$ cat src/hw/rtl/hpa_pkg.sv
// Shared types and constants for the hover position PID block.
// No dependencies; every RTL module in the other files imports this package.
package hpa_pkg;

  // Fraction bits of heading sine and cosine; the body rotation drops two fewer.
  localparam int TRIG_FRAC = 14;
  localparam int ROT_SHIFT = TRIG_FRAC - 2;

  typedef enum logic [1:0] {
    OP_RUN     = 2'd0,
    OP_CAPTURE = 2'd1,
    OP_LOAD    = 2'd2
  } opcode_t;

  localparam logic [2:0] CFG_PROP_GAIN      = 3'd0;
  localparam logic [2:0] CFG_DERIV_GAIN     = 3'd1;
  localparam logic [2:0] CFG_INTEG_GAIN     = 3'd2;
  localparam logic [2:0] CFG_POS_ERR_LIMIT  = 3'd3;
  localparam logic [2:0] CFG_SPEED_LIMIT    = 3'd4;
  localparam logic [2:0] CFG_BANK_LIMIT     = 3'd5;
  localparam logic [2:0] CFG_HEADING_TARGET = 3'd6;
  localparam logic [2:0] CFG_HALF_TURN      = 3'd7;

  localparam logic [20:0] POS_ERR_LIMIT_RST = 21'd4096;
  localparam logic [24:0] SPEED_LIMIT_RST   = 25'd8388608;
  localparam logic [20:0] BANK_LIMIT_RST    = 21'd65536;
  localparam logic [22:0] HALF_TURN_RST     = 23'd3294199;

  typedef struct packed {
    logic start;
    logic load_hold;
    logic clear_integ;
  } lane_ctrl_t;

  typedef enum logic [2:0] {
    LN_IDLE,
    LN_ERR,
    LN_INT,
    LN_MD,
    LN_MI,
    LN_SUM,
    LN_CLAMP
  } lane_state_t;

  typedef enum logic [2:0] {
    RT_IDLE,
    RT_M0,
    RT_M1,
    RT_M2,
    RT_M3,
    RT_ACC,
    RT_OUT
  } rot_state_t;

  typedef enum logic [1:0] {
    YW_IDLE,
    YW_PREP,
    YW_DIV,
    YW_FIX
  } yaw_state_t;

  typedef enum logic [1:0] {
    TP_IDLE,
    TP_AXIS,
    TP_ROTATE,
    TP_OUTPUT
  } top_state_t;

endpackage

$ cat src/hw/rtl/hpa_body_rotate.sv
// Merge stage: rotates the two earth-frame lane commands into roll and
// pitch with one shared multiplier, adds stick offsets and saturates.
module hpa_body_rotate (
  input  logic               clk,
  input  logic               rst_n,
  input  logic               start,
  input  logic signed [15:0] sin_v,
  input  logic signed [15:0] cos_v,
  input  logic signed [21:0] cmd_x,
  input  logic signed [21:0] cmd_y,
  input  logic signed [22:0] stick_roll,
  input  logic signed [22:0] stick_pitch,
  output logic               busy,
  output logic signed [31:0] roll_cmd,
  output logic signed [31:0] pitch_cmd
);
  import hpa_pkg::*;

  localparam logic signed [40:0] S32_MAX = 41'sd2147483647;
  localparam logic signed [40:0] S32_MIN = -41'sd2147483648;

  rot_state_t         state_r, state_nxt;

  logic signed [37:0] prod_r;
  logic signed [39:0] phi_r, theta_r;
  logic signed [31:0] roll_r, pitch_r;

  logic signed [15:0] trig_c;
  logic signed [21:0] cmd_c;
  logic signed [37:0] prod_c;
  logic signed [39:0] prod_ext_c, phi_sh_c, theta_sh_c;
  logic signed [40:0] phi_sum_c, theta_sum_c;

  function automatic logic signed [31:0] sat32(input logic signed [40:0] v);
    if (v > S32_MAX) begin
      return S32_MAX[31:0];
    end else if (v < S32_MIN) begin
      return S32_MIN[31:0];
    end
    return v[31:0];
  endfunction

  always_comb begin
    case (state_r)
      RT_M0: begin
        trig_c = sin_v;
        cmd_c  = cmd_x;
      end
      RT_M1: begin
        trig_c = cos_v;
        cmd_c  = cmd_y;
      end
      RT_M2: begin
        trig_c = cos_v;
        cmd_c  = cmd_x;
      end
      RT_M3: begin
        trig_c = sin_v;
        cmd_c  = cmd_y;
      end
      default: begin
        trig_c = sin_v;
        cmd_c  = cmd_x;
      end
    endcase
    prod_c      = trig_c * cmd_c;
    prod_ext_c  = {{2{prod_r[37]}}, prod_r};
    phi_sh_c    = phi_r >>> ROT_SHIFT;
    theta_sh_c  = theta_r >>> ROT_SHIFT;
    phi_sum_c   = $signed({phi_sh_c[39], phi_sh_c}) + $signed({{18{stick_roll[22]}}, stick_roll});
    theta_sum_c = $signed({theta_sh_c[39], theta_sh_c})
                + $signed({{18{stick_pitch[22]}}, stick_pitch});
  end

  always_comb begin
    state_nxt = state_r;
    case (state_r)
      RT_IDLE: begin
        if (start) begin
          state_nxt = RT_M0;
        end
      end
      RT_M0:   state_nxt = RT_M1;
      RT_M1:   state_nxt = RT_M2;
      RT_M2:   state_nxt = RT_M3;
      RT_M3:   state_nxt = RT_ACC;
      RT_ACC:  state_nxt = RT_OUT;
      RT_OUT:  state_nxt = RT_IDLE;
      default: state_nxt = RT_IDLE;
    endcase
  end

  always_ff @(posedge clk) begin
    if (!rst_n) begin
      state_r <= RT_IDLE;
    end else begin
      state_r <= state_nxt;
    end
  end

  // phi = c*y - s*x, theta = -(c*x + s*y)
  always_ff @(posedge clk) begin
    case (state_r)
      RT_M0: prod_r <= prod_c;
      RT_M1: begin
        phi_r  <= -prod_ext_c;
        prod_r <= prod_c;
      end
      RT_M2: begin
        phi_r  <= phi_r + prod_ext_c;
        prod_r <= prod_c;
      end
      RT_M3: begin
        theta_r <= -prod_ext_c;
        prod_r  <= prod_c;
      end
      RT_ACC: theta_r <= theta_r - prod_ext_c;
      RT_OUT: begin
        roll_r  <= sat32(phi_sum_c);
        pitch_r <= sat32(theta_sum_c);
      end
      default: ;
    endcase
  end

  assign busy      = (state_r != RT_IDLE);
  assign roll_cmd  = roll_r;
  assign pitch_cmd = pitch_r;

endmodule

$ cat config.mk
export PLATFORM = sky130hd
export DESIGN_NAME = hpa_body_rotate
export DESIGN_NICKNAME = d
export VERILOG_FILES = /design/src/hw/rtl/hpa_pkg.sv /design/src/hw/rtl/hpa_body_rotate.sv
export SDC_FILE = /design/constraint.sdc
export NUM_CORES = 2
export LEC_CHECK = 0
export BUFFER_PORTS_ARGS = -buffer_cell sky130_fd_sc_hd__buf_2
export CORE_MARGIN = 2
export CORE_UTILIZATION = 32
export DETAILED_ROUTE_END_ITERATION = 16
export GPL_ROUTABILITY_DRIVEN = 0
export SYNTH_ARGS = -nofsm -noshare
export SYNTH_HDL_FRONTEND = slang
export SYNTH_SLANG_ARGS = --single-unit
export TNS_END_PERCENT = 50
$ cat constraint.sdc
create_clock -name clk -period 12.9 [get_ports clk]
set_input_delay 0 -clock clk [delete_from_list [all_inputs] [get_ports clk]]
set_output_delay 0 -clock clk [all_outputs]
set_load 0.01 [all_outputs]
==> results.tsv <==
stage	metric	value	unit
floorplanning	Initial Util	0.323	
detailed_routing	Post-DRT Antenna Nets	0	
detailed_routing	drt first-iter violations	1366	
cts	worst-skew pair later-pin latency	0.46	ns
sta	Final period util	0.717	
yosys	#FFs+latches synth	181	
yosys	Post-Syn Area per Cell	9.04	sq um
layout	Multi-input gate area	0.0190	sq mm
layout	Area growth, synth to finish	10.8	%
yosys	Netlist cell types	76	
detailed_routing	vias post-DR	20336	
sta	Fmax	108	MHz
sta	final setup fails	0	
layout	FF+latch area	0.00541	sq mm
status	status	completed	
hold_path	Min-Delay Path Class	primary input to flip-flop	
floorplanning	Die Wd	292	um
yosys	Synth area leaders	fa_1, edfxtp_1, ha_1	
sta	Slew Viols, Final	0	
yosys	Post-Syn Instances	2933	
yosys	Post-synth EDFFs	178	
grt	vias in the first global route	20358	
sta	final worst path period need	9.25	ns
detailed_routing	WL/cell	16.9	um
yosys	top-count cell post-synth	inv_1	
cts	Num CTS Buffers	17	
yosys	largest area contributor in the netlist	fa_1	
cts	Root Buffer	clkbuf_16	
placement	dpl cells	4147	
detailed_routing	DRC Markers	0	
floorplanning	Die Y	292	um
yosys	Post-synth ARST share	0	
cts	Gates resized, CTS repair	0	
worst_setup_path	Critical path buffers and inverters	7	
yosys	Mapped Area	0.0265	sq mm
worst_setup_path	Critical Path Max Stage Delay	0.80	ns
worst_setup_path	most frequent CP cell	fa_1	
grt	initial antenna violation count	0	
yosys	top cells by count, synth	inv_1, nand2_1, fa_1	
sta	Worst Max-Slew Pin Slew	1.22	ns
cts	CTS tree	yes	
worst_setup_path	delay-heaviest family, CP	adder cells	
sta	Setup TNS	0	ns
yosys	post-synth net total	3637	
worst_setup_path	Worst Setup Path Type	flip-flop to flip-flop	
layout	Final Instance Count excl. Fillers	4183	
cts	CTS Buffer Depth	2	
floorplanning	area of the core	0.0821	sq mm
detailed_routing	Post-Route WL	70800	um
layout	final net count	3804	
layout	layout cells sized above 1	0.0948	
layout	n_diodes	0	
sta	Max-slew headroom	0.164	
placement	Port Buffers	189	
floorplanning	Die ar.	0.0852	sq mm
job	Max Cap Viol	0	
yosys	sequential element share of the synthesized area	0.204	
sta	skew final	0.0138	ns
grt	pin count of the biggest net entering global routing	70	
detailed_routing	vias per std cell	4.86	
grt	first-pass GRT wire length	112000	um
cts	Sink Count	181	
worst_setup_path	Req. time, crit path	13.11	ns
detailed_routing	Initial DRT Pass Iterations	5	
worst_setup_path	Worst setup SP type	flip-flop	
cts	H-tree levels	4	
worst_setup_path	CP max FO	42	
yosys	Yosys warnings	0	
layout	fill count	8395	
grt	total global-route track usage	0.166	
yosys	post-synth top area share	0.264	
grt	gr ovfl total	0	
worst_setup_path	crit end category	flip-flop	
yosys	Synth Flop Type	edfxtp_1	
placement	Final HPWL DP	58800	um
cts	clock slew at reported path FFs	0.08	ns
floorplanning	Cell Rows	105	
sta	Hold Vio Cnt, Final	0	
worst_setup_path	crit path DAT	9.46	ns
floorplanning	Ports	190	
sta	RSZ-0062 raised after global routing	no	
worst_setup_path	Worst path slowest cell	mux2i_1	
[layer usage]
metal  up-vias  routed length, um  global-route usage
met5         -                  0                   0
met4         0               1040              0.0311
met3        59               5090              0.0320
met2       667              30900               0.261
met1      9671              33700               0.240
li1       9939                  -                   -
[state kept, by name, indices dropped and copies added (netlist names)]
signal / count
prod_r: 38
pitch_cmd: 30
roll_cmd: 30
phi_r: 40
theta_r: 40
state_r: 3
[path summary, 6_finish.rpt]
kind         slack (ns)            start            end  depth (start not counted)
max reg2reg        3.65       state_r[2]     prod_r[36]                         28
min                0.02  stick_pitch[10]  pitch_cmd[10]                          3
min reg2reg        0.60        phi_r[12]    roll_cmd[0]                          1
max                3.65       state_r[2]     prod_r[36]                         28
[layout make-up]
type                    instances  area share
multi-input cells            2172       0.645
inverters                     512      0.0654
repair buffers                216      0.0394
well taps                    1070      0.0455
clock inverters                15     0.00630
clock buffers                  17      0.0145
flip-flops and latches        181       0.184
[metrics by stage]
stage	util	hold slack (ns)	instance area [sq um]	worst slack (ns)
2_1_floorplan	-	0.122	26500	3.22
3_3_place_gp	0.350	0.334	28800	3.77
3_5_place_dp	0.350	0.341	28800	3.59
4_1_cts	0.358	0.000651	29400	3.57
5_1_grt	0.358	0.0305	29400	3.05
6_report	0.358	0.0242	29400	3.65
[tightest hold or removal path: stages]
cell     delay [ns]
buf_2          0.09
ha_1           0.17
xnor2_1        0.12
[cells by family after synthesis]
| logic type | share of synthesized area |
|---|---|
| AOI/OAI and AO/OA | 0.121 |
| adders and majority gates | 0.372 |
| DFF | 0.204 |
| buffers and inverters | 0.0827 |
| and+or+nand+nor | 0.136 |
| xor gates and xnor gates | 0.0608 |
| muxes | 0.0233 |
[placed cells by master (no fill, tap or decap), drive strengths merged, types with 50 or more instances in the layout]
cell	count
ha	229
inv	520
nand2	390
xnor2	134
edfxtp	178
a21oi	144
fa	350
a21o	70
nor2	251
o21ai	142
buf	212
xor2	50
[repair_timing]
action / 4_1_cts / 5_1_grt
setup buffers: 0 / 0
endpoints found under the hold margin: 5 / 0
hold buffers: 4 / 0
Power is not shown: default switching activity piles up to over one toggle a cycle in this logic, so the estimate is an artifact.
