--- config.mk ---
export PLATFORM = sky130hd
export DESIGN_NAME = hpa_yaw_wrap
export DESIGN_NICKNAME = d
export VERILOG_FILES = /design/src/hw/rtl/hpa_pkg.sv /design/src/hw/rtl/hpa_yaw_wrap.sv
export SDC_FILE = /design/constraint.sdc
export NUM_CORES = 1
export LEC_CHECK = 0
export BUFFER_PORTS_ARGS = -buffer_cell sky130_fd_sc_hd__buf_2
export CAP_MARGIN = 10
export CORE_MARGIN = 3
export CORE_UTILIZATION = 69
export DETAILED_ROUTE_END_ITERATION = 8
export MAX_ROUTING_LAYER = met4
export PLACE_DENSITY = 0.89
export SETUP_SLACK_MARGIN = 0.05
export SYNTH_ARGS = -nofsm -noshare
export SYNTH_HDL_FRONTEND = slang
export SYNTH_SLANG_ARGS = --single-unit
--- constraint.sdc ---
create_clock -name clk -period 9.8 [get_ports clk]
set_clock_uncertainty 0.05 [all_clocks]
set_input_delay 1.96 -clock clk [delete_from_list [all_inputs] [get_ports clk]]
set_output_delay 1.96 -clock clk [all_outputs]
set_load 0.01 [all_outputs]
--- src/hw/rtl/hpa_pkg.sv ---
// Shared types and constants for the hover position PID block.
// No dependencies; every RTL module in the other files imports this package.
package hpa_pkg;

  // Fraction bits of heading sine and cosine; the body rotation drops two fewer.
  localparam int TRIG_FRAC = 14;
  localparam int ROT_SHIFT = TRIG_FRAC - 2;

  typedef enum logic [1:0] {
    OP_RUN     = 2'd0,
    OP_CAPTURE = 2'd1,
    OP_LOAD    = 2'd2
  } opcode_t;

  localparam logic [2:0] CFG_PROP_GAIN      = 3'd0;
  localparam logic [2:0] CFG_DERIV_GAIN     = 3'd1;
  localparam logic [2:0] CFG_INTEG_GAIN     = 3'd2;
  localparam logic [2:0] CFG_POS_ERR_LIMIT  = 3'd3;
  localparam logic [2:0] CFG_SPEED_LIMIT    = 3'd4;
  localparam logic [2:0] CFG_BANK_LIMIT     = 3'd5;
  localparam logic [2:0] CFG_HEADING_TARGET = 3'd6;
  localparam logic [2:0] CFG_HALF_TURN      = 3'd7;

  localparam logic [20:0] POS_ERR_LIMIT_RST = 21'd4096;
  localparam logic [24:0] SPEED_LIMIT_RST   = 25'd8388608;
  localparam logic [20:0] BANK_LIMIT_RST    = 21'd65536;
  localparam logic [22:0] HALF_TURN_RST     = 23'd3294199;

  typedef struct packed {
    logic start;
    logic load_hold;
    logic clear_integ;
  } lane_ctrl_t;

  typedef enum logic [2:0] {
    LN_IDLE,
    LN_ERR,
    LN_INT,
    LN_MD,
    LN_MI,
    LN_SUM,
    LN_CLAMP
  } lane_state_t;

  typedef enum logic [2:0] {
    RT_IDLE,
    RT_M0,
    RT_M1,
    RT_M2,
    RT_M3,
    RT_ACC,
    RT_OUT
  } rot_state_t;

  typedef enum logic [1:0] {
    YW_IDLE,
    YW_PREP,
    YW_DIV,
    YW_FIX
  } yaw_state_t;

  typedef enum logic [1:0] {
    TP_IDLE,
    TP_AXIS,
    TP_ROTATE,
    TP_OUTPUT
  } top_state_t;

endpackage

--- src/hw/rtl/hpa_yaw_wrap.sv ---
// Yaw setpoint: heading target plus stick yaw, wrapped into +-half_turn
// by a radix-4 restoring remainder unit. Depends on hpa_pkg.
module hpa_yaw_wrap (
  input  logic               clk,
  input  logic               rst_n,
  input  logic               start,
  input  logic signed [22:0] stick_yaw,
  input  logic signed [22:0] heading_target,
  input  logic [22:0]        half_turn,
  output logic               busy,
  output logic signed [23:0] yaw_cmd
);
  import hpa_pkg::*;

  localparam int DVD_W = 26;
  localparam int STEPS = DVD_W / 2;

  yaw_state_t         state_r, state_nxt;
  logic [3:0]         cnt_r, cnt_nxt;

  logic signed [23:0] ang_r;
  logic [22:0]        h_r;
  logic               hi_r, lo_r;
  logic [DVD_W-1:0]   dvd_r;
  logic [23:0]        rem_r;
  logic signed [23:0] yaw_r;

  logic [23:0]        p_c;
  logic signed [23:0] hs_c;
  logic signed [25:0] base_c;
  logic               hi_c, lo_c;
  logic [DVD_W-1:0]   dvd_c, dvd_step_c;
  logic [23:0]        rem_step_c;
  logic signed [25:0] res_c;

  always_comb begin
    p_c    = {h_r, 1'b0};
    hs_c   = $signed({1'b0, h_r});
    hi_c   = ang_r > hs_c;
    lo_c   = ang_r < -hs_c;
    base_c = $signed({{2{ang_r[23]}}, ang_r}) + $signed({3'd0, h_r});
    if (hi_c) begin
      dvd_c = DVD_W'(base_c - 26'sd1);
    end else begin
      dvd_c = DVD_W'(-base_c);
    end
  end

  // Two dividend bits per cycle.
  always_comb begin
    logic [24:0]      sh;
    logic [DVD_W-1:0] dv;
    logic [23:0]      rm;
    dv = dvd_r;
    rm = rem_r;
    for (int k = 0; k < 2; k++) begin
      sh = {rm, dv[DVD_W-1]};
      dv = {dv[DVD_W-2:0], 1'b0};
      if (sh >= {1'b0, p_c}) begin
        sh = sh - {1'b0, p_c};
      end
      rm = sh[23:0];
    end
    dvd_step_c = dv;
    rem_step_c = rm;
  end

  always_comb begin
    if (hi_r) begin
      res_c = $signed({2'd0, rem_r}) + 26'sd1 - $signed({3'd0, h_r});
    end else if (lo_r) begin
      if (rem_r == '0) begin
        res_c = -$signed({3'd0, h_r});
      end else begin
        res_c = $signed({2'd0, p_c}) - $signed({2'd0, rem_r}) - $signed({3'd0, h_r});
      end
    end else begin
      res_c = $signed({{2{ang_r[23]}}, ang_r});
    end
  end

  always_comb begin
    state_nxt = state_r;
    cnt_nxt   = cnt_r;
    case (state_r)
      YW_IDLE: begin
        if (start) begin
          state_nxt = YW_PREP;
        end
      end
      YW_PREP: begin
        cnt_nxt   = '0;
        state_nxt = YW_DIV;
      end
      YW_DIV: begin
        cnt_nxt = cnt_r + 4'd1;
        if (cnt_r == 4'(STEPS - 1)) begin
          state_nxt = YW_FIX;
        end
      end
      YW_FIX:  state_nxt = YW_IDLE;
      default: state_nxt = YW_IDLE;
    endcase
  end

  always_ff @(posedge clk) begin
    if (!rst_n) begin
      state_r <= YW_IDLE;
      cnt_r   <= '0;
    end else begin
      state_r <= state_nxt;
      cnt_r   <= cnt_nxt;
    end
  end

  always_ff @(posedge clk) begin
    if (start) begin
      ang_r <= 24'(heading_target) + 24'(stick_yaw);
      h_r   <= (half_turn == '0) ? 23'd1 : half_turn;
    end
    case (state_r)
      YW_PREP: begin
        hi_r  <= hi_c;
        lo_r  <= lo_c;
        dvd_r <= dvd_c;
        rem_r <= '0;
      end
      YW_DIV: begin
        dvd_r <= dvd_step_c;
        rem_r <= rem_step_c;
      end
      YW_FIX: yaw_r <= res_c[23:0];
      default: ;
    endcase
  end

  assign busy    = (state_r != YW_IDLE);
  assign yaw_cmd = yaw_r;

endmodule

==> impl_metrics.env <==
export IMPL_numPortBuffers=96
export IMPL_first_pass_iters=7
export IMPL_clock_fmax_ghz=0.134
export IMPL_rsz0062_at_grt="no"
export IMPL_drive_gt1_share_pct=9.85
export IMPL_post_cts_buffers=0
export IMPL_status="complete, no violations"
export IMPL_ys_types=89
export IMPL_clkSinkCount=129
export IMPL_min_path_cells=2
export IMPL_cts_tree="yes"
export IMPL_cts_buffers_inserted=17
export IMPL_grt_pass1_wl_mm=71.9
export IMPL_globalRouteOverflowTotal=0
export IMPL_cp_arrival_ns=7.74
export IMPL_fp_dieH_um=158
export IMPL_core_mm2=0.0227
export IMPL_drt_iter0_markers=1466
export IMPL_holdBufCountCts=0
export IMPL_synth_seq_cells=129
export IMPL_start_util_pct=70.4
export IMPL_synthArstFlopShare_pct=0
export IMPL_irDropWorstVdd_mv=0.199
export IMPL_setup_tns_final_ns=0
export IMPL_track_usage_pct=37.5
export IMPL_place_area_mm2=0.0166
export IMPL_routed_wl_mm=45.5
export IMPL_power_density_mw_per_mm2=373
export IMPL_antenna_cells=0
export IMPL_grt_max_degree=49
export IMPL_crit_path_end_kind="flip-flop"
export IMPL_worstPathRequired_ns=10.05
export IMPL_synthFlopType="edfxtp_1"
export IMPL_cts_buffer_depth=2
export IMPL_area_delta_synth_final_pct=7.26
export IMPL_cp_start_kind="flip-flop"
export IMPL_hold_class="flip-flop to flip-flop"
export IMPL_vias=14400
export IMPL_rr_endpoint="rem_r[15]$_SDFFCE_PN0P_"
export IMPL_final_nets=2213
export IMPL_fp_dieW_um=158
export IMPL_worst_pin_slew_ns=0.787
export IMPL_ff2ff_setup_slack_ns=2.31
export IMPL_drt_antenna_violating_nets=0
export IMPL_cap_violations=0
export IMPL_post_route_drc_count=0
export IMPL_cts_root_buf="clkbuf_16"
export IMPL_ys_seq_area_share_pct=23.9
export IMPL_path_clk_slew_ns=0.07
export IMPL_path_class="flip-flop to flip-flop"
export IMPL_reg2reg_depth=22
export IMPL_synth_edf_count=123
export IMPL_slew_violations=0
export IMPL_setup_violations=0
export IMPL_rr_startpoint="h_r[0]$_SDFFCE_PN1P_"
export IMPL_place_hpwl_mm=35.3
export IMPL_antenna_found_initial=0
export IMPL_fillers=1640
export IMPL_yosysWarnings=0
export IMPL_pin_count=97
export IMPL_via_per_inst=6.61
export IMPL_wl_per_cell_um=20.9
export IMPL_gp_congestion=0.957
export IMPL_syn_area_mm2=0.0160
export IMPL_clock_latency_ns=0.45
export IMPL_hold_path_end="dvd_r[15]$_DFFE_PP_"
export IMPL_post_cts_resize_count=0
export IMPL_crit_path_max_fanout=22
export IMPL_final_util_pct=75.5
export IMPL_rows=55
export IMPL_syn_area_per_cell_um2=8.75
export IMPL_grt_pass1_vias=13800
export IMPL_hold_violations=0
export IMPL_layout_min_cycle_time_ns=7.49
export IMPL_htree_levels=4
export IMPL_synth_cells=1827
export IMPL_finalInstanceArea_mm2=0.0171
export IMPL_maxSlewHeadroom_pct=47.0
export IMPL_hp_start="dvd_r[13]$_DFFE_PP_"
export IMPL_period_share_pct=76.4
export IMPL_synth_net_count=2164
export IMPL_p_leak_nw=7.40
export IMPL_dieArea_mm2=0.0250
layer usage:
metal	global-route usage [%]	vias up	wire length, um
li1	-	6727	-
met1	48.2	6797	18400
met2	59.7	721	21000
met3	6.29	132	4250
met4	14.5	0	1910
met5	-	-	0
area by class of cell:
type                       count  area (um2)  area share (%)
multi-input combinational   1483       11300            66.0
inverter                     137         514            3.00
timing repair buffer         108         571            3.33
clock buffer                  17         425            2.48
sequential                   129        3810            22.2
tap                          285         357            2.08
clock inverter                15         155           0.905
how the worst max path moves through the flow:
| stage | depth (start not counted) | start | endpoint |
|---|---|---|---|
| 2_1_floorplan | 24 | h_r[0]$_SDFFCE_PN1P_ | rem_r[12]$_SDFFCE_PN0P_ |
| 4_1_cts | 21 | h_r[0]$_SDFFCE_PN1P_ | rem_r[2]$_SDFFCE_PN0P_ |
| 3_3_place_gp | 21 | h_r[0]$_SDFFCE_PN1P_ | rem_r[9]$_SDFFCE_PN0P_ |
| 6_report | 22 | h_r[0]$_SDFFCE_PN1P_ | rem_r[15]$_SDFFCE_PN0P_ |
| 5_1_grt | 21 | h_r[0]$_SDFFCE_PN1P_ | rem_r[2]$_SDFFCE_PN0P_ |
| 3_5_place_dp | 21 | h_r[0]$_SDFFCE_PN1P_ | rem_r[2]$_SDFFCE_PN0P_ |
kinds of logic (layout without fill, tap and decap cells):
family	after synthesis	count (layout)	synth area share [%]
AOI/OAI and AO/OA	514	514	21.2
xor gates and xnor gates	155	155	8.54
adders and majority gates	265	265	22.9
buffers and inverters	215	277	5.43
DFF	129	129	23.9
muxes	22	22	1.42
and+or+nand+nor	527	527	16.6
where the power goes:
group,leakage (nW),switching [mW],internal [mW]
clock network,0.289,0.322,0.342
registers,1.23,0.172,0.905
logic,5.88,2.78,1.88
total,7.40,3.27,3.12
per-stage QoR:
step           power [mW]  std cells  hold WS [ns]  setup slack, ns
2_1_floorplan        4.56       1827         0.448             3.93
3_3_place_gp         5.45       2142         0.453             2.70
3_5_place_dp         5.58       2142         0.461             2.52
4_1_cts              6.28       2174         0.475             2.50
5_1_grt              6.90       2174         0.501             1.89
6_report             6.40       2174         0.476             2.31
Yosys cell counts (24+ instances only):
library cell,n,area share (%)
a21o_1,52,2.4
a21oi_1,152,4.8
clkbuf_1,53,1.2
edfxtp_1,123,23
fa_1,46,5.8
ha_1,219,17
inv_1,135,3.2
nand2_1,123,2.9
nand2b_1,27,1.1
nand3_1,40,1.3
nand4_1,27,1.1
nor2_1,132,3.1
nor2b_1,24,0.94
nor3_1,36,1.1
nor4_1,30,1.2
o21ai_0,100,3.1
xnor2_1,119,6.5
xor2_1,35,1.9
layout by cell type (no fill, tap or decap), types with 14 or more instances in the layout:
cell and count:
ha_1 218, a21oi_1 152, inv_1 135, nor2_1 131, nand2_1 123, edfxtp_1 123
xnor2_1 119, o21ai_0 100, buf_2 96, a21o_1 52, fa_1 46, nand3_1 40
nor3_1 36, xor2_1 35, nor4_1 30, nand4_1 27, nand2b_1 27, nor2b_1 24
o31ai_1 23, a31oi_1 20, a211oi_1 20, and3_1 17, o211ai_1 17, mux2i_1 17
clkbuf_16 17, o21bai_1 16, or3_1 16, a211o_1 14
flip-flops by register name, indices dropped and copies added (netlist names):
register and count:
dvd_r 26, ang_r 24, rem_r 24, yaw_cmd 24, h_r 23, cnt_r 4
state_r 2, hi_r 1, lo_r 1
critical path: stages (launching register included):
cell and delay, ns:
edfxtp_1 0.54, ha_1 0.31, fa_1 0.41, nor3_1 0.28, nor4_1 0.12, o41ai_1 0.71
a211o_1 0.35, a211o_1 0.54, and2_1 0.36, buf_4 0.30, nor2_1 0.08, a21oi_1 0.14
ha_1 0.30, nor2b_1 0.17, o31ai_1 0.45, a211o_1 0.25, a31oi_1 0.15, a221o_1 0.43
o211ai_1 0.26, o211ai_1 0.35, buf_4 0.33, a211o_1 0.29, a21oi_1 0.12
Power figures use the tool's default switching activity.
