$ cat src/hw/rtl/hpa_pkg.sv
// Shared types and constants for the hover position PID block.
// No dependencies; every RTL module in the other files imports this package.
package hpa_pkg;

  // Fraction bits of heading sine and cosine; the body rotation drops two fewer.
  localparam int TRIG_FRAC = 14;
  localparam int ROT_SHIFT = TRIG_FRAC - 2;

  typedef enum logic [1:0] {
    OP_RUN     = 2'd0,
    OP_CAPTURE = 2'd1,
    OP_LOAD    = 2'd2
  } opcode_t;

  localparam logic [2:0] CFG_PROP_GAIN      = 3'd0;
  localparam logic [2:0] CFG_DERIV_GAIN     = 3'd1;
  localparam logic [2:0] CFG_INTEG_GAIN     = 3'd2;
  localparam logic [2:0] CFG_POS_ERR_LIMIT  = 3'd3;
  localparam logic [2:0] CFG_SPEED_LIMIT    = 3'd4;
  localparam logic [2:0] CFG_BANK_LIMIT     = 3'd5;
  localparam logic [2:0] CFG_HEADING_TARGET = 3'd6;
  localparam logic [2:0] CFG_HALF_TURN      = 3'd7;

  localparam logic [20:0] POS_ERR_LIMIT_RST = 21'd4096;
  localparam logic [24:0] SPEED_LIMIT_RST   = 25'd8388608;
  localparam logic [20:0] BANK_LIMIT_RST    = 21'd65536;
  localparam logic [22:0] HALF_TURN_RST     = 23'd3294199;

  typedef struct packed {
    logic start;
    logic load_hold;
    logic clear_integ;
  } lane_ctrl_t;

  typedef enum logic [2:0] {
    LN_IDLE,
    LN_ERR,
    LN_INT,
    LN_MD,
    LN_MI,
    LN_SUM,
    LN_CLAMP
  } lane_state_t;

  typedef enum logic [2:0] {
    RT_IDLE,
    RT_M0,
    RT_M1,
    RT_M2,
    RT_M3,
    RT_ACC,
    RT_OUT
  } rot_state_t;

  typedef enum logic [1:0] {
    YW_IDLE,
    YW_PREP,
    YW_DIV,
    YW_FIX
  } yaw_state_t;

  typedef enum logic [1:0] {
    TP_IDLE,
    TP_AXIS,
    TP_ROTATE,
    TP_OUTPUT
  } top_state_t;

endpackage

$ cat src/hw/rtl/hpa_axis_lane.sv
// One axis of the hover PID: error clamp, saturating integral and a
// sequenced multiply-accumulate of the three terms. Depends on hpa_pkg.
module hpa_axis_lane (
  input  logic                     clk,
  input  logic                     rst_n,
  input  hpa_pkg::lane_ctrl_t      ctrl,
  input  logic signed [31:0]       pos,
  input  logic signed [31:0]       vel,
  input  logic [15:0]              prop_gain,
  input  logic [15:0]              deriv_gain,
  input  logic [15:0]              integ_gain,
  input  logic [20:0]              pos_err_limit,
  input  logic [24:0]              speed_limit,
  input  logic [20:0]              bank_limit,
  input  logic [24:0]              sum_limit,
  output logic                     busy,
  output logic signed [21:0]       cmd
);
  import hpa_pkg::*;

  lane_state_t        state_r, state_nxt;
  logic signed [31:0] hold_r, hold_nxt;
  logic signed [25:0] integ_r, integ_nxt;

  logic signed [31:0] pos_r, vel_r;
  logic signed [21:0] err_r;
  logic signed [16:0] vsh_r;
  logic signed [39:0] prod_r;
  logic signed [40:0] acc_r;
  logic signed [21:0] cmd_r;

  logic signed [32:0] diff_c, elim_c, vin_c, vlim_c;
  logic signed [21:0] err_c;
  logic signed [25:0] vcl_c;
  logic signed [26:0] isum_c, ilim_c;
  logic signed [25:0] icl_c;
  logic [16:0]        mul_a;
  logic signed [21:0] mul_b;
  logic signed [39:0] prod_c;
  logic signed [40:0] acc_sum_c, blim_c;
  logic signed [21:0] cmd_c;

  // Position error and speed clamps.
  always_comb begin
    diff_c = $signed({pos_r[31], pos_r}) - $signed({hold_r[31], hold_r});
    elim_c = $signed({12'd0, pos_err_limit});
    if (diff_c > elim_c) begin
      err_c = elim_c[21:0];
    end else if (diff_c < -elim_c) begin
      err_c = 22'(-elim_c);
    end else begin
      err_c = diff_c[21:0];
    end

    vin_c  = $signed({vel_r[31], vel_r});
    vlim_c = $signed({8'd0, speed_limit});
    if (vin_c > vlim_c) begin
      vcl_c = vlim_c[25:0];
    end else if (vin_c < -vlim_c) begin
      vcl_c = 26'(-vlim_c);
    end else begin
      vcl_c = vin_c[25:0];
    end
  end

  // Saturating integral.
  always_comb begin
    isum_c = $signed({integ_r[25], integ_r}) + $signed({{5{err_r[21]}}, err_r});
    ilim_c = $signed({2'd0, sum_limit});
    if (isum_c > ilim_c) begin
      icl_c = ilim_c[25:0];
    end else if (isum_c < -ilim_c) begin
      icl_c = 26'(-ilim_c);
    end else begin
      icl_c = isum_c[25:0];
    end
  end

  // Shared multiplier: doubled P gain, then D, then I.
  always_comb begin
    case (state_r)
      LN_INT: begin
        mul_a = {prop_gain, 1'b0};
        mul_b = err_r;
      end
      LN_MD: begin
        mul_a = {1'b0, deriv_gain};
        mul_b = {{5{vsh_r[16]}}, vsh_r};
      end
      LN_MI: begin
        mul_a = {1'b0, integ_gain};
        mul_b = {{8{integ_r[25]}}, integ_r[25:12]};
      end
      default: begin
        mul_a = {prop_gain, 1'b0};
        mul_b = err_r;
      end
    endcase
    prod_c = $signed({1'b0, mul_a}) * mul_b;
  end

  always_comb begin
    acc_sum_c = acc_r + $signed({prod_r[39], prod_r});
    blim_c    = $signed({20'd0, bank_limit});
    if (acc_r > blim_c) begin
      cmd_c = blim_c[21:0];
    end else if (acc_r < -blim_c) begin
      cmd_c = 22'(-blim_c);
    end else begin
      cmd_c = acc_r[21:0];
    end
  end

  always_comb begin
    state_nxt = state_r;
    hold_nxt  = hold_r;
    integ_nxt = integ_r;
    if (ctrl.load_hold) begin
      hold_nxt = pos;
    end
    if (ctrl.clear_integ) begin
      integ_nxt = '0;
    end
    case (state_r)
      LN_IDLE: begin
        if (ctrl.start) begin
          state_nxt = LN_ERR;
        end
      end
      LN_ERR:   state_nxt = LN_INT;
      LN_INT: begin
        integ_nxt = icl_c;
        state_nxt = LN_MD;
      end
      LN_MD:    state_nxt = LN_MI;
      LN_MI:    state_nxt = LN_SUM;
      LN_SUM:   state_nxt = LN_CLAMP;
      LN_CLAMP: state_nxt = LN_IDLE;
      default:  state_nxt = LN_IDLE;
    endcase
  end

  always_ff @(posedge clk) begin
    if (!rst_n) begin
      state_r <= LN_IDLE;
      hold_r  <= '0;
      integ_r <= '0;
    end else begin
      state_r <= state_nxt;
      hold_r  <= hold_nxt;
      integ_r <= integ_nxt;
    end
  end

  always_ff @(posedge clk) begin
    if (ctrl.start) begin
      pos_r <= pos;
      vel_r <= vel;
    end
    case (state_r)
      LN_ERR: begin
        err_r <= err_c;
        vsh_r <= vcl_c[25:9];
      end
      LN_INT: begin
        prod_r <= prod_c;
        acc_r  <= '0;
      end
      LN_MD, LN_MI: begin
        prod_r <= prod_c;
        acc_r  <= acc_sum_c;
      end
      LN_SUM:   acc_r <= acc_sum_c;
      LN_CLAMP: cmd_r <= cmd_c;
      default: ;
    endcase
  end

  assign busy = (state_r != LN_IDLE);
  assign cmd  = cmd_r;

endmodule

$ cat config.mk
export PLATFORM = sky130hd
export DESIGN_NAME = hpa_axis_lane
export DESIGN_NICKNAME = d
export VERILOG_FILES = /design/src/hw/rtl/hpa_pkg.sv /design/src/hw/rtl/hpa_axis_lane.sv
export SDC_FILE = /design/constraint.sdc
export NUM_CORES = 2
export LEC_CHECK = 0
export BUFFER_PORTS_ARGS = -buffer_cell sky130_fd_sc_hd__buf_2
export CORE_UTILIZATION = 55
export DETAILED_ROUTE_END_ITERATION = 6
export GPL_TIMING_DRIVEN = 1
export PLACE_DENSITY = 0.72
export SETUP_SLACK_MARGIN = 0.1
export SLEW_MARGIN = 30
export SYNTH_ARGS = -nofsm -noshare
export SYNTH_HDL_FRONTEND = slang
export SYNTH_SLANG_ARGS = --single-unit
export TNS_END_PERCENT = 20
$ cat constraint.sdc
create_clock -name clk -period 18.4 [get_ports clk]
set_input_delay 0 -clock clk [delete_from_list [all_inputs] [get_ports clk]]
set_output_delay 0 -clock clk [all_outputs]
set_load 0.02 [all_outputs]
==> reports/qor.txt <==
status = finished clean
clock sinks = 267
Buf/Inv on CP = 5
post-synth top area cell = fa_1
post-synth net total = 5246
Max Cap Viol = 0
prevailing post-synth register cell = edfxtp_1
total number of vias = 31000
met2 Use GR = 0.507
Yosys reg bits = 267
Final Core Density = 0.631
R2R Setup Slk = 9.56 ns
Post-synth EDFFs = 206
via/cell ratio = 5.70
slowest stage cell, crit path = nor4_1
Routed WL per cell = 18.8 um
Relative slew margins = 0.265
most frequent cells in the layout = 644 x inv_1, 422 x ha_1, 398 x nor2_1, 376 x nand2_1, 374 x fa_1
Net count, final = 5556
RSZ-0062 raised after global routing = no
multi-input combinational cell area = 0.0268 sq mm
TritonRoute pass-1 iters = 6
Worst Skew = 0.0358 ns
Fillers = 5634
Hold Crit Depth = 5
Ys Warns = 0
post-synthesis cell area = 0.0371 sq mm
CTS HTree Levels = 2
Worst-path clk slew = 0.06 ns
placement row count = 94
layout cells sized above 1 = 0.0830
Min-Delay Endpoint = integ_r[6]
Unique masters post-synth = 86
All-Layer GR Usage = 0.301
Setup CP Type = flip-flop to flip-flop
antenna violations before repair = 7
Crit path max-delay family = adder cells
final setup vio count = 0
Setup WS pre-CTS = 9.64 ns
antenna viol nets, final = 0
PostCTS Resize Cnt = 0
post-route setup TNS = 0 ns
critical path peak fanout = 51
top cell type's share of synthesized area = 0.202
clk root buf = clkbuf_16
reg2reg start = state_r[1]
crit end category = flip-flop
layer with the highest usage = met2
synthesis-to-finish area growth = 12.7%
reg-to-reg endpoint = prod_r[38]
vias in the first global route = 30900
hpwl dp = 81.6 mm
period utilisation layout = 0.480
core footprint = 0.0662 sq mm
worst slew pin tran = 1.09 ns
die span in x = 262 um
Num CTS Buffers = 34
startpoint type of the worst setup path = flip-flop
f_max = 0.113 GHz
Crit path top cell by count = fa_1
Mean Syn Cell Area = 8.75 sq um
first-pass GRT wire length = 162 mm
largest cells by area after synthesis = fa_1 20%, edfxtp_1 17%, ha_1 14%, inv_1 6.5%, nor2_1 4.1%
Post-route DRC = 0
placed instance count = 5230
Clk Latency, worst-skew pair = 0.56 ns
worst reg-to-reg path cell count = 27
GRT met3 Usage = 0.0623
post-detailed-routing wire length = 102 mm
GR Util met1 = 0.384
Hold Startpoint = ctrl[0]
CP peak stage delay = 0.76 ns
Starting Density = 0.560
Slew Limit Fails = 0
final hold viol count = 0
pin count of the biggest net entering global routing = 66
Post-Layout Cell Count = 5444
I/O pin count = 232
die height = 262 um
drt initial violations = 2124
final setup margin = 9.56 ns
CTS tree = done
commonest non-fill, non-tap cell in the layout = inv_1
arrival time at the worst endpoint = 9.12 ns
Synth Instances = 4241
Worst Path Required = 18.68 ns
Port Buffers = 231
asr flop ratio synth = 0
maximum root-to-sink buffer count = 3
Register Area = 0.00741 sq mm
Placer Congestion = 1.02
die area = 0.0685 sq mm
GR Overflow Total = 0
Hold Crit Class = primary input to flip-flop
post-synthesis sequential area ratio = 0.200
Final min period = 8.84 ns
-- per-layer routing --
layer	routed length (um)	part of all wire
met1	42600	0.42
met2	47500	0.47
met3	8110	0.079
met4	3870	0.038
met5	57	0.00056
-- layout make-up --
type                       count  share of cell area
sequential                   267               0.177
clock inverter                19             0.00539
timing repair buffer         417              0.0700
multi-input combinational   3184               0.641
tap                          864              0.0259
clock buffer                  43              0.0224
inverter                     647              0.0581
antenna                        3            0.000180
-- worst max path at each step --
stage,startpoint,end,slack (ns),cells after the start
floorplan,state_r[1],prod_r[39],10.48,30
global placement,state_r[2],prod_r[39],9.63,27
detailed placement,state_r[1],prod_r[38],9.64,27
CTS,state_r[1],prod_r[38],9.58,27
global route,state_r[1],prod_r[38],9.06,27
finish,state_r[1],prod_r[38],9.56,27
-- stage by stage --
stage / hold slack [ns] / cell area (sq um)
2_1_floorplan: 0.0989 / 37100
3_5_place_dp: 0.178 / 39100
3_3_place_gp: 0.177 / 39100
4_1_cts: 0.00838 / 41800
5_1_grt: 0.0648 / 41800
6_report: 0.0393 / 41800
-- sequential cells by signal, indices dropped and copies added, names as in the netlist --
signal	flops
acc_r	41
cmd	22
err_r	22
hold_r	32
integ_r	26
pos_r	32
prod_r	40
state_r	3
vel_r	32
vsh_r	17
-- cells in the mapped netlist, types with 9 or more instances --
cell type and n:
inv_1 644, ha_1 422, nor2_1 401, nand2_1 376, fa_1 374, a21oi_1 223, edfxtp_1 206, o21ai_0 183
xnor2_1 147, a21o_1 141, clkbuf_1 127, nor2b_1 74, nand3_1 69, nand4_1 68, dfxtp_1 61, mux2i_1 60
nand2b_1 56, o21a_1 53, nor3_1 51, xor2_1 44, o211ai_1 34, and3_1 31, nor4_1 30, a211oi_1 28
a31oi_1 26, o21ai_1 23, and2_1 21, o21bai_1 18, o31ai_1 16, a221oi_1 14, mux2_2 13, a21boi_0 11
or3_1 11, o221ai_1 10, a22oi_1 9, buf_1 9
-- what timing repair did --
action	4_1_cts	5_1_grt
hold endpoints to repair	180	0
hold buffers	149	0
setup buffers	0	0
-- cells by family (layout without fill, tap and decap cells) --
family / after synthesis / in the layout / share of synthesized area
other: 0 / 3 / 0
adders and majority gates: 796 / 796 / 0.344
muxes: 73 / 73 / 0.0201
buffers and inverters: 790 / 1126 / 0.0804
AOI/OAI and AO/OA: 895 / 895 / 0.158
DFF: 267 / 267 / 0.200
and+or+nand+nor: 1229 / 1229 / 0.153
xor gates and xnor gates: 191 / 191 / 0.0451
-- worst register-to-register path, stage by stage, from the launching register on --
cell and delay (ns):
dfxtp_1 0.43, nand2b_1 0.23, nand2b_2 0.31, buf_4 0.47, o21ai_0 0.22, o21ai_1 0.48
nor2_1 0.15, fa_1 0.59, inv_1 0.06, fa_1 0.50, fa_1 0.51, inv_1 0.05
fa_1 0.47, fa_1 0.54, inv_1 0.05, fa_1 0.52, inv_1 0.04, ha_1 0.36
a21o_1 0.21, a21oi_1 0.15, nor2b_1 0.07, nor4_1 0.76, o31ai_1 0.26, a41oi_1 0.37
a31oi_1 0.20, a211o_1 0.30, a21oi_1 0.18, xnor2_1 0.08
Power is not shown: default switching activity piles up to over one toggle a cycle in this logic, so the estimate is an artifact.
